## src/hw/rtl/stp_pkg.sv

```systemverilog
// Shared types and codes for the software timer pool.
package stp_pkg;

    localparam int STP_SLOTS = 16;
    localparam int MS_W      = 24;

    localparam logic [1:0] ACT_ADD    = 2'd0;
    localparam logic [1:0] ACT_DELETE = 2'd1;
    localparam logic [1:0] ACT_TICK   = 2'd2;
    localparam logic [1:0] ACT_QUERY  = 2'd3;

    localparam logic [1:0] KIND_ADDED = 2'd0;
    localparam logic [1:0] KIND_FIRED = 2'd1;
    localparam logic [1:0] KIND_NEXT  = 2'd2;
    localparam logic [1:0] KIND_FULL  = 2'd3;

    typedef struct packed {
        logic [1:0]      action;
        logic [MS_W-1:0] interval_ms;
        logic            one_shot;
        logic [3:0]      slot_id;
    } stp_in_t;

    typedef struct packed {
        logic [1:0]      kind;
        logic [3:0]      slot;
        logic [MS_W-1:0] remaining_ms;
        logic            any_active;
        logic            last;
    } stp_out_t;

    typedef struct packed {
        logic [MS_W-1:0] interval;
        logic [MS_W-1:0] remaining;
    } slot_entry_t;

endpackage

```

## src/hw/rtl/stp_slot_mem.sv

```systemverilog
// Slot timing memory: interval and remaining time, one write and one registered read port.
module stp_slot_mem #(
    parameter int SLOTS = stp_pkg::STP_SLOTS,
    localparam int IDX_W = (SLOTS > 1) ? $clog2(SLOTS) : 1
) (
    input  logic                 clk,
    input  logic                 we,
    input  logic [IDX_W-1:0]     waddr,
    input  stp_pkg::slot_entry_t wdata,
    input  logic [IDX_W-1:0]     raddr,
    output stp_pkg::slot_entry_t rdata
);
    import stp_pkg::*;

    slot_entry_t mem [SLOTS];
    slot_entry_t rdata_reg;

    always_ff @(posedge clk)
    begin
        if (we)
        begin
            mem[waddr] <= wdata;
        end
        rdata_reg <= mem[raddr];
    end

    assign rdata = rdata_reg;

endmodule

```

## src/hw/rtl/stp_free_find.sv

```systemverilog
// Lowest free slot search over the active flags.
module stp_free_find #(
    parameter int SLOTS = stp_pkg::STP_SLOTS,
    localparam int IDX_W = (SLOTS > 1) ? $clog2(SLOTS) : 1
) (
    input  logic [SLOTS-1:0] active,
    output logic             found,
    output logic [IDX_W-1:0] idx
);
    import stp_pkg::*;

    always_comb
    begin
        found = 1'b0;
        idx   = '0;
        for (int i = SLOTS - 1; i >= 0; i--)
        begin
            if (!active[i])
            begin
                found = 1'b1;
                idx   = IDX_W'(i);
            end
        end
    end

endmodule

```

## src/hw/rtl/software_timer_pool.sv

```systemverilog
// Timer pool top level: command sequencer, slot flags and output register.
// Add: the result is registered from the add state once the output is free; delete: done at accept, no result.
// Tick and query walk the slot memory one slot per cycle unless a fired result waits on a
// stalled output; the single read port of the slot memory sets that pace.
// Reset (rst_n, async) clears all slot flags, so the pool starts empty; the
// slot memory is not cleared, only the contents of active slots are ever used.
module software_timer_pool #(
    parameter int SLOTS = stp_pkg::STP_SLOTS,
    localparam int IDX_W = (SLOTS > 1) ? $clog2(SLOTS) : 1
) (
    input  logic             clk,
    input  logic             rst_n,
    input  logic             cmd_valid,
    output logic             cmd_ready,
    input  stp_pkg::stp_in_t cmd,
    output logic             rsp_valid,
    input  logic             rsp_ready,
    output stp_pkg::stp_out_t rsp
);
    import stp_pkg::*;

    typedef enum logic [3:0] {
        ST_IDLE  = 4'b0001,
        ST_ADD   = 4'b0010,
        ST_WALK  = 4'b0100,
        ST_FLUSH = 4'b1000
    } state_t;

    state_t           state_reg, state_next;
    stp_in_t          cmd_reg, cmd_next;
    logic [SLOTS-1:0] active_reg, active_next;
    logic [SLOTS-1:0] one_shot_reg, one_shot_next;
    logic [IDX_W-1:0] idx_reg, idx_next;
    logic             pend_valid_reg, pend_valid_next;
    logic [IDX_W-1:0] pend_slot_reg, pend_slot_next;
    logic             any_reg, any_next;
    logic [MS_W-1:0]  best_reg, best_next;
    logic             rsp_valid_reg, rsp_valid_next;
    stp_out_t         rsp_reg, rsp_next;

    logic             mem_we;
    logic [IDX_W-1:0] mem_waddr;
    slot_entry_t      mem_wdata;
    logic [IDX_W-1:0] mem_raddr;
    slot_entry_t      mem_rdata;

    logic             free_found;
    logic [IDX_W-1:0] free_idx;

    logic out_free;
    logic is_tick;
    logic cur_act;
    logic fire;
    logic adv;
    logic last_idx;

    stp_slot_mem #(.SLOTS(SLOTS)) u_slot_mem (
        .clk   (clk),
        .we    (mem_we),
        .waddr (mem_waddr),
        .wdata (mem_wdata),
        .raddr (mem_raddr),
        .rdata (mem_rdata)
    );

    stp_free_find #(.SLOTS(SLOTS)) u_free_find (
        .active (active_reg),
        .found  (free_found),
        .idx    (free_idx)
    );

    assign cmd_ready = (state_reg == ST_IDLE);
    assign rsp_valid = rsp_valid_reg;
    assign rsp       = rsp_reg;

    assign out_free = !rsp_valid_reg || rsp_ready;
    assign is_tick  = (cmd_reg.action == ACT_TICK);
    assign cur_act  = active_reg[idx_reg];
    assign fire     = is_tick && cur_act && (mem_rdata.remaining <= MS_W'(1));
    assign adv      = !(fire && pend_valid_reg && !out_free);
    assign last_idx = (idx_reg == IDX_W'(SLOTS - 1));

    always_comb
    begin
        state_next      = state_reg;
        cmd_next        = cmd_reg;
        active_next     = active_reg;
        one_shot_next   = one_shot_reg;
        idx_next        = idx_reg;
        pend_valid_next = pend_valid_reg;
        pend_slot_next  = pend_slot_reg;
        any_next        = any_reg;
        best_next       = best_reg;
        rsp_valid_next  = rsp_valid_reg && !rsp_ready;
        rsp_next        = rsp_reg;
        mem_we          = 1'b0;
        mem_waddr       = idx_reg;
        mem_wdata       = mem_rdata;
        mem_raddr       = '0;

        case (state_reg)
            ST_IDLE:
            begin
                if (cmd_valid)
                begin
                    cmd_next = cmd;
                    case (cmd.action)
                        ACT_ADD:
                        begin
                            state_next = ST_ADD;
                        end
                        ACT_DELETE:
                        begin
                            for (int i = 0; i < SLOTS; i++)
                            begin
                                if (32'(cmd.slot_id) == i)
                                begin
                                    active_next[i] = 1'b0;
                                end
                            end
                        end
                        ACT_TICK, ACT_QUERY:
                        begin
                            state_next      = ST_WALK;
                            idx_next        = '0;
                            pend_valid_next = 1'b0;
                            any_next        = 1'b0;
                            best_next       = '0;
                        end
                        default:
                        begin
                            state_next = ST_IDLE;
                        end
                    endcase
                end
            end

            ST_ADD:
            begin
                if (out_free)
                begin
                    rsp_valid_next        = 1'b1;
                    rsp_next              = '0;
                    rsp_next.last         = 1'b1;
                    if (free_found)
                    begin
                        active_next[free_idx]   = 1'b1;
                        one_shot_next[free_idx] = cmd_reg.one_shot;
                        mem_we                  = 1'b1;
                        mem_waddr               = free_idx;
                        mem_wdata.interval      = cmd_reg.interval_ms;
                        mem_wdata.remaining     = cmd_reg.interval_ms;
                        rsp_next.kind           = KIND_ADDED;
                        rsp_next.slot           = 4'(free_idx);
                    end
                    else
                    begin
                        rsp_next.kind = KIND_FULL;
                    end
                    state_next = ST_IDLE;
                end
            end

            ST_WALK:
            begin
                mem_raddr = adv ? IDX_W'(idx_reg + 1'b1) : idx_reg;
                if (adv)
                begin
                    if (fire)
                    begin
                        if (pend_valid_reg)
                        begin
                            rsp_valid_next = 1'b1;
                            rsp_next       = '0;
                            rsp_next.kind  = KIND_FIRED;
                            rsp_next.slot  = 4'(pend_slot_reg);
                        end
                        pend_valid_next = 1'b1;
                        pend_slot_next  = idx_reg;
                        if (one_shot_reg[idx_reg])
                        begin
                            active_next[idx_reg] = 1'b0;
                        end
                        else
                        begin
                            mem_we              = 1'b1;
                            mem_wdata.remaining = mem_rdata.interval;
                        end
                    end
                    else if (is_tick && cur_act)
                    begin
                        mem_we              = 1'b1;
                        mem_wdata.remaining = mem_rdata.remaining - 1'b1;
                    end

                    if (!is_tick && cur_act && (!any_reg || mem_rdata.remaining < best_reg))
                    begin
                        any_next  = 1'b1;
                        best_next = mem_rdata.remaining;
                    end

                    if (last_idx)
                    begin
                        state_next = ST_FLUSH;
                    end
                    else
                    begin
                        idx_next = IDX_W'(idx_reg + 1'b1);
                    end
                end
            end

            ST_FLUSH:
            begin
                if (is_tick && !pend_valid_reg)
                begin
                    state_next = ST_IDLE;
                end
                else if (out_free)
                begin
                    rsp_valid_next = 1'b1;
                    rsp_next       = '0;
                    rsp_next.last  = 1'b1;
                    if (is_tick)
                    begin
                        rsp_next.kind   = KIND_FIRED;
                        rsp_next.slot   = 4'(pend_slot_reg);
                        pend_valid_next = 1'b0;
                    end
                    else
                    begin
                        rsp_next.kind         = KIND_NEXT;
                        rsp_next.remaining_ms = best_reg;
                        rsp_next.any_active   = any_reg;
                    end
                    state_next = ST_IDLE;
                end
            end

            default:
            begin
                state_next = ST_IDLE;
            end
        endcase
    end

    always_ff @(posedge clk or negedge rst_n)
    begin
        if (!rst_n)
        begin
            state_reg      <= ST_IDLE;
            active_reg     <= '0;
            one_shot_reg   <= '0;
            idx_reg        <= '0;
            pend_valid_reg <= 1'b0;
            any_reg        <= 1'b0;
            rsp_valid_reg  <= 1'b0;
        end
        else
        begin
            state_reg      <= state_next;
            active_reg     <= active_next;
            one_shot_reg   <= one_shot_next;
            idx_reg        <= idx_next;
            pend_valid_reg <= pend_valid_next;
            any_reg        <= any_next;
            rsp_valid_reg  <= rsp_valid_next;
        end
    end

    always_ff @(posedge clk)
    begin
        cmd_reg       <= cmd_next;
        pend_slot_reg <= pend_slot_next;
        best_reg      <= best_next;
        rsp_reg       <= rsp_next;
    end

endmodule

```

## config.mk

```make
export PLATFORM = sky130hd
export DESIGN_NAME = software_timer_pool
export DESIGN_NICKNAME = d
export VERILOG_FILES = /design/src/hw/rtl/stp_pkg.sv /design/src/hw/rtl/stp_slot_mem.sv /design/src/hw/rtl/stp_free_find.sv /design/src/hw/rtl/software_timer_pool.sv
export SDC_FILE = /design/constraint.sdc
export NUM_CORES = 1
export LEC_CHECK = 0
export BUFFER_PORTS_ARGS = -buffer_cell sky130_fd_sc_hd__buf_4
export CAP_MARGIN = 25
export CORE_ASPECT_RATIO = 1.1
export CORE_UTILIZATION = 40
export CTS_CLUSTER_SIZE = 12
export DETAILED_ROUTE_END_ITERATION = 8
export PLACE_DENSITY_LB_ADDON = 0.12
export SYNTH_ARGS = -nofsm -noshare
export SYNTH_HDL_FRONTEND = slang
export SYNTH_SLANG_ARGS = --single-unit
```

## constraint.sdc

```tcl
create_clock -name clk -period 6.9 [get_ports clk]
set_clock_uncertainty 0.2 [all_clocks]
set_input_delay 1.38 -clock clk [delete_from_list [all_inputs] [get_ports clk]]
set_output_delay 1.38 -clock clk [all_outputs]
set_load 0.01 [all_outputs]
```

* After elaboration in Yosys (flattened, before gate mapping)
Memory sizes are Yosys's and may differ from the RTL's. A register that Yosys moved wholly into a read port is not among the register bits. Cells that the tools add are included. W data, S select, Z words.
Storage, ports and cells: memory bits (read-only) 0, bits in latches 0, input bits 35, output and inout bits 34, word-level logic and storage cells 283, RAM bits 768, memories 1, bits in registers 130
Operators by class: muxes and demuxes 133, equality and inequality tests 56, reductions and logical operators 49, shifts and indexed selects 0, bitwise operators 4, $add $sub $neg 2, div/mod/pow operators 0, magnitude comparators 6, multiply operators 0
Memories:
- u_slot_mem.mem | words 16, bits a word 48, read ports 1, clocked after Yosys merged registers in 1, write ports 1, line stp_slot_mem.sv:15 | slot_entry_t mem [SLOTS];
Operator list (count):
- $mux W24 | 9
- $mux W32 | 6
- $reduce_and A9 Y1 | 16
- $mux W4 | 32
- $mux W16 | 7
- $mux W48 | 2
- $pmux W24 S2 | 2
- $pmux W32 S3 | 1
- $mux W1 | 58
- $pmux W16 S3 | 1
- $eq A4 B4 Y1 const B | 10
- $ne A2 B1 Y1 const B | 18
- $ne A2 B2 Y1 const B | 13
- $mux W25 | 1
- $le A24 B1 Y1 const B | 1
- $lt A24 B24 Y1 | 1
- $sub A24 B1 Y24 const B | 1
- $eq A4 B3 Y1 const B | 5
- $and A16 B16 Y16 | 1
- $bwmux W16 | 1
- $not A16 Y16 | 1
- $or A16 B16 Y16 | 1
- $pmux W4 S2 | 2
- $pmux W4 S4 | 1
- 28 further kinds | 59

* Depth between registers and ports, before layout
word-level depth 24, depth in mapped cells 13, mapped depth without buffers 11

* By module
From an unflattened synthesis, not the netlist that was laid out.
Unflattened totals: cells, all modules 2124, area total of the unflattened synthesis 37963.9 um^2
Modules (own cells, without submodules):
- stp_slot_mem | cells each 1242, instances 1, area each 29694.7 um^2
- software_timer_pool | cells each 848, instances 1, area each 8102.8 um^2
- stp_free_find | cells each 34, instances 1, area each 166.4 um^2

* Worst setup path after synthesis
No wires, ideal clock.
path type input to register, from input rsp_ready, to memory u_slot_mem.mem[10][0] (netlist name) (enable), setup time 0.454 ns, arrival time 4.803 ns, data required time 6.246 ns, stages on the path 7, setup slack 1.443 ns, cell sequence nand2b_1 clkbuf_1 nand2_1 a21oi_1 mux2i_1 nand2_1 nor2_1
On the way: word-level cells in the longest chain between the ends 7, elaborated cells on any way between the ends 10
RTL lines:
- from (decl) | line software_timer_pool.sv:17 | input logic rsp_ready,
- $logic_or A1 B1 Y1 * | line software_timer_pool.sv:76 | assign out_free = !rsp_valid_reg || rsp_ready;
- $logic_not A1 Y1 | line software_timer_pool.sv:80 | assign adv = !(fire && pend_valid_reg && !out_free);
- $logic_and A1 B1 Y1 | line software_timer_pool.sv:80
- $mux W1 | line software_timer_pool.sv:167 | if (adv)
- $pmux W1 S2 | line software_timer_pool.sv:101 | case (state_reg)
- $mux W1 | line stp_slot_mem.sv:20 | if (we)
- $mux W1 (not written as such) | line stp_slot_mem.sv:22 | mem[waddr] <= wdata;
- to (decl) | line stp_slot_mem.sv:15
Mark *: on every way between the ends. The rest lies on a longest branch, timed or not.

* Worst setup path after layout
from register idx_reg[0], to register, netlist name u_slot_mem.rdata[38]
On the way: word-level cells in the longest chain between the ends 8, elaborated cells on any way between the ends 9
RTL lines:
- from (decl) | line software_timer_pool.sv:33 | logic [IDX_W-1:0] idx_reg, idx_next;
- from (signal assigned) | line software_timer_pool.sv:264 | idx_reg <= idx_next;
- $bmux W1 S4 | line software_timer_pool.sv:78 | assign cur_act = active_reg[idx_reg];
- $mux W1 (not written as such) | line software_timer_pool.sv:78
- $logic_and A1 B1 Y1 (2 in a row) | line software_timer_pool.sv:79 | assign fire = is_tick && cur_act && (mem_rdata.remaining <= MS_W'(1));
- $logic_and A1 B1 Y1 (2 in a row) | line software_timer_pool.sv:80
- $mux W4 * | line software_timer_pool.sv:166 | mem_raddr = adv ? IDX_W'(idx_reg + 1'b1) : idx_reg;
- $mux W4 * | line software_timer_pool.sv:101
Mark *: on every way between the ends. The rest lies on a longest branch, timed or not. The select of a mux whose other input is x is not followed. A chain may end at the register's enable or synchronous reset.

==> results_dict.tcl <==
set metrics [dict create \
    design_area_mm2 0.0439 \
    placed_area_mm2 0.0406 \
    drc 0 \
    timing.hold.ws_ns 0.306 \
    die-height_um 326 \
    fin_cells 3926 \
    final.setup.tns_ns 0 \
    clock.fmax_mhz 187 \
    dpl.hpwl_um 62000 \
    relSlewSlack 0.294 \
    setup_viol 0 \
    n_fill_cell 8270 \
    syn2layout_area_growth_pct 14.6 \
    slew_violations 0 \
    hold_path_class "flip-flop to flip-flop" \
    grt_max_degree 93 \
    rr_worst_depth 10 \
    hold_violations 0 \
    start_util 0.405 \
    final_antenna_net_count 0 \
    htreeDepth 3 \
    final_nets 2646 \
    worst-endpoint-required_ns 7.23 \
    place_inst 3734 \
    multiInputGateArea_mm2 0.00996 \
    place_congestion 0.871 \
    grt_pass1_vias 22393 \
    leakagePower_nw 14.0 \
    yosys_warnings 0 \
    clock-root-buffer "clkbuf_16" \
    seqCellArea_mm2 0.0277 \
    synth.area.top_cells "edfxtp_1 67%, mux2i_1 10%, o22ai_1 3.2%, dfrtp_1 2.7%, dfxtp_1 2.5%" \
    wl_um 107000 \
    grt_pass1_wl_um 156000 \
    num_antenna_cells 0 \
    rsz0062_at_grt "no" \
    avgSynthCellArea_um2 15.5 \
    largest_reg_flops 768 \
    fin_crit_sh 0.776 \
    cts_setup_buffers 0 \
    synth_top_cell_by_area "edfxtp_1" \
    cts_made_buffers 99 \
    synth_flop_cell "edfxtp_1" \
    cts_resized 0 \
    outcome "complete, no violations" \
    viasPerCell 5.72 \
    vias 22465 \
    core_area_mm2 0.0945 \
    netlist_area_mm2 0.0383 \
    async_flop_share 0.0455 \
    ioPinCount 69 \
    antenna_found_initial 1 \
    cts_tree "built" \
    drt-initial-drc-count 1972 \
    cts_sinks 946 \
    insertion_delay_ns 0.69 \
    die_width_um 297 \
    clockBufferDepth 3 \
    grt_util_all_layers 0.219 \
    synth_top_cell_area_share 0.671 \
    min_period_ns 5.35 \
    holdBufCountCts 0 \
    path_clk_slew_ns 0.07 \
    crit_fanout 92 \
    power.total_mw 15.6 \
    synth_edf_count 855 \
    p_per_area_mw_per_mm2 357 \
    ys_seq_area_frac 0.724 \
    r2r_start "idx_reg[0]$_DFFE_PN0P_" \
    endpoint "u_slot_mem.rdata[38]$_DFF_P_" \
    grt-ovfl-total 0 \
    drive_gt1_frac 0.132 \
    cp-end-kind "flip-flop" \
    maxCapViolations 0 \
    fp-row-count 118 \
    yosysUniqueCellTypes 74 \
    critPathKind "flip-flop to flip-flop" \
    critPathArrivalTime_ns 5.68 \
    wl_per_cell_um 27.3 \
    dieArea_mm2 0.0969 \
    syn_nets 2526 \
    io_buffer_count 68 \
    rrSetupSlack_ns 1.55 \
    worst_slew_pin_slew_ns 1.06 \
    cp-startpoint "idx_reg[0]$_DFFE_PN0P_" \
    syn-instance-count 2462 \
    setup.worst_path.start_class "flip-flop" \
    ys_ff_latch 946 \
    peakVddDrop_v 0.000196 \
    first_pass_iters 5 \
    r2r_end "u_slot_mem.rdata[38]$_DFF_P_" \
]
[cell type report]
type | instances | area share
clock inverters | 37 | 0.00936
well taps | 1260 | 0.0359
inverters | 50 | 0.00428
multi-input cells | 1339 | 0.227
clock buffers | 148 | 0.0627
repair buffers | 146 | 0.0287
flip-flops and latches | 946 | 0.632
[cell usage after synthesis (all sizes together), types with 29 or more instances]
cell and number:
mux2i 384, o22ai 193, a21oi 64, edfxtp 855, buf 59, o21ai 50
or4 47, inv 50, ha 29, dfxtp 48, dfrtp 42, nand2 154
nor3 48, clkbuf 68, nor2 87
[through the flow]
stage                     setup slack (ns)   util
after floorplan                       1.44      -
after global placement                1.71  0.430
after detailed placement              1.60  0.430
after CTS                             1.57  0.463
after global routing                  1.28  0.464
final                                 1.55  0.464
[how the worst min path moves through the flow]
stage | endpoint | slack [ns] | startpoint | cells past startpoint
2_1_floorplan | pend_slot_reg[3]$_DFFE_PP_ | 0.26 | idx_reg[3]$_DFFE_PN0P_ | 0
3_5_place_dp | one_shot_reg[2]$_DFFE_PN0P_ | 0.29 | one_shot_reg[2]$_DFFE_PN0P_ | 1
6_report | one_shot_reg[2]$_DFFE_PN0P_ | 0.31 | one_shot_reg[2]$_DFFE_PN0P_ | 1
4_1_cts | one_shot_reg[2]$_DFFE_PN0P_ | 0.31 | one_shot_reg[2]$_DFFE_PN0P_ | 1
3_3_place_gp | one_shot_reg[6]$_DFFE_PN0P_ | 0.29 | one_shot_reg[6]$_DFFE_PN0P_ | 1
5_1_grt | one_shot_reg[0]$_DFFE_PN0P_ | 0.33 | one_shot_reg[0]$_DFFE_PN0P_ | 1
[cells in the final DEF, fill, tap and decap left out, types with 13 or more instances in the layout]
cell type  instances
o211ai_1          15
a21oi_1           61
and2_1            22
dfxtp_1           48
ha_1              29
nand2_1          146
mux2i_1          383
buf_4            132
inv_1             50
or4_1             47
nand2b_1          13
dfrtp_1           42
mux2_2            20
nand3_1           26
clkbuf_1          40
edfxtp_1         855
clkbuf_16         99
nor2_4            17
o21ai_0           49
nand4_1           13
o22ai_1          193
nor3_1            46
a31oi_1           18
nor2_1            70
[logic make-up (layout without fill, tap and decap cells)]
family                     count (synthesis)  after routing  share of synthesized area
and+or+nand+nor                          458            458                     0.0598
AOI/OAI and AO/OA                        438            438                     0.0744
DFF                                      946            946                      0.724
adders and majority gates                 29             29                    0.00949
xor gates and xnor gates                   3              3                   0.000687
muxes                                    411            411                      0.111
buffers and inverters                    177            381                     0.0203
[worst max-delay path, stage by stage (launching register included)]
cell and delay, ns:
dfrtp_1 0.93, mux4_2 0.39, nor2_1 0.07, or4b_1 0.66
a211o_1 0.45, mux2i_4 0.28, nor2_4 0.53, buf_12 0.54
mux2i_1 0.30, o22ai_1 0.12, or4_1 0.54
[layer usage]
metal	wire, µm	track usage
met2	50400	0.355
met1	47600	0.306
met4	2260	0.0583
met5	0	0
met3	7120	0.0368
[power by group]
part | internal, mW | total (mW) | switching [mW] | leakage (nW)
registers | 7.35 | 7.70 | 0.347 | 8.74
clock network | 2.99 | 5.19 | 2.20 | 1.53
logic | 0.782 | 2.76 | 1.98 | 3.77
total | 11.1 | 15.6 | 4.52 | 14.0
Note: power is estimated with default switching activity, not from simulation.
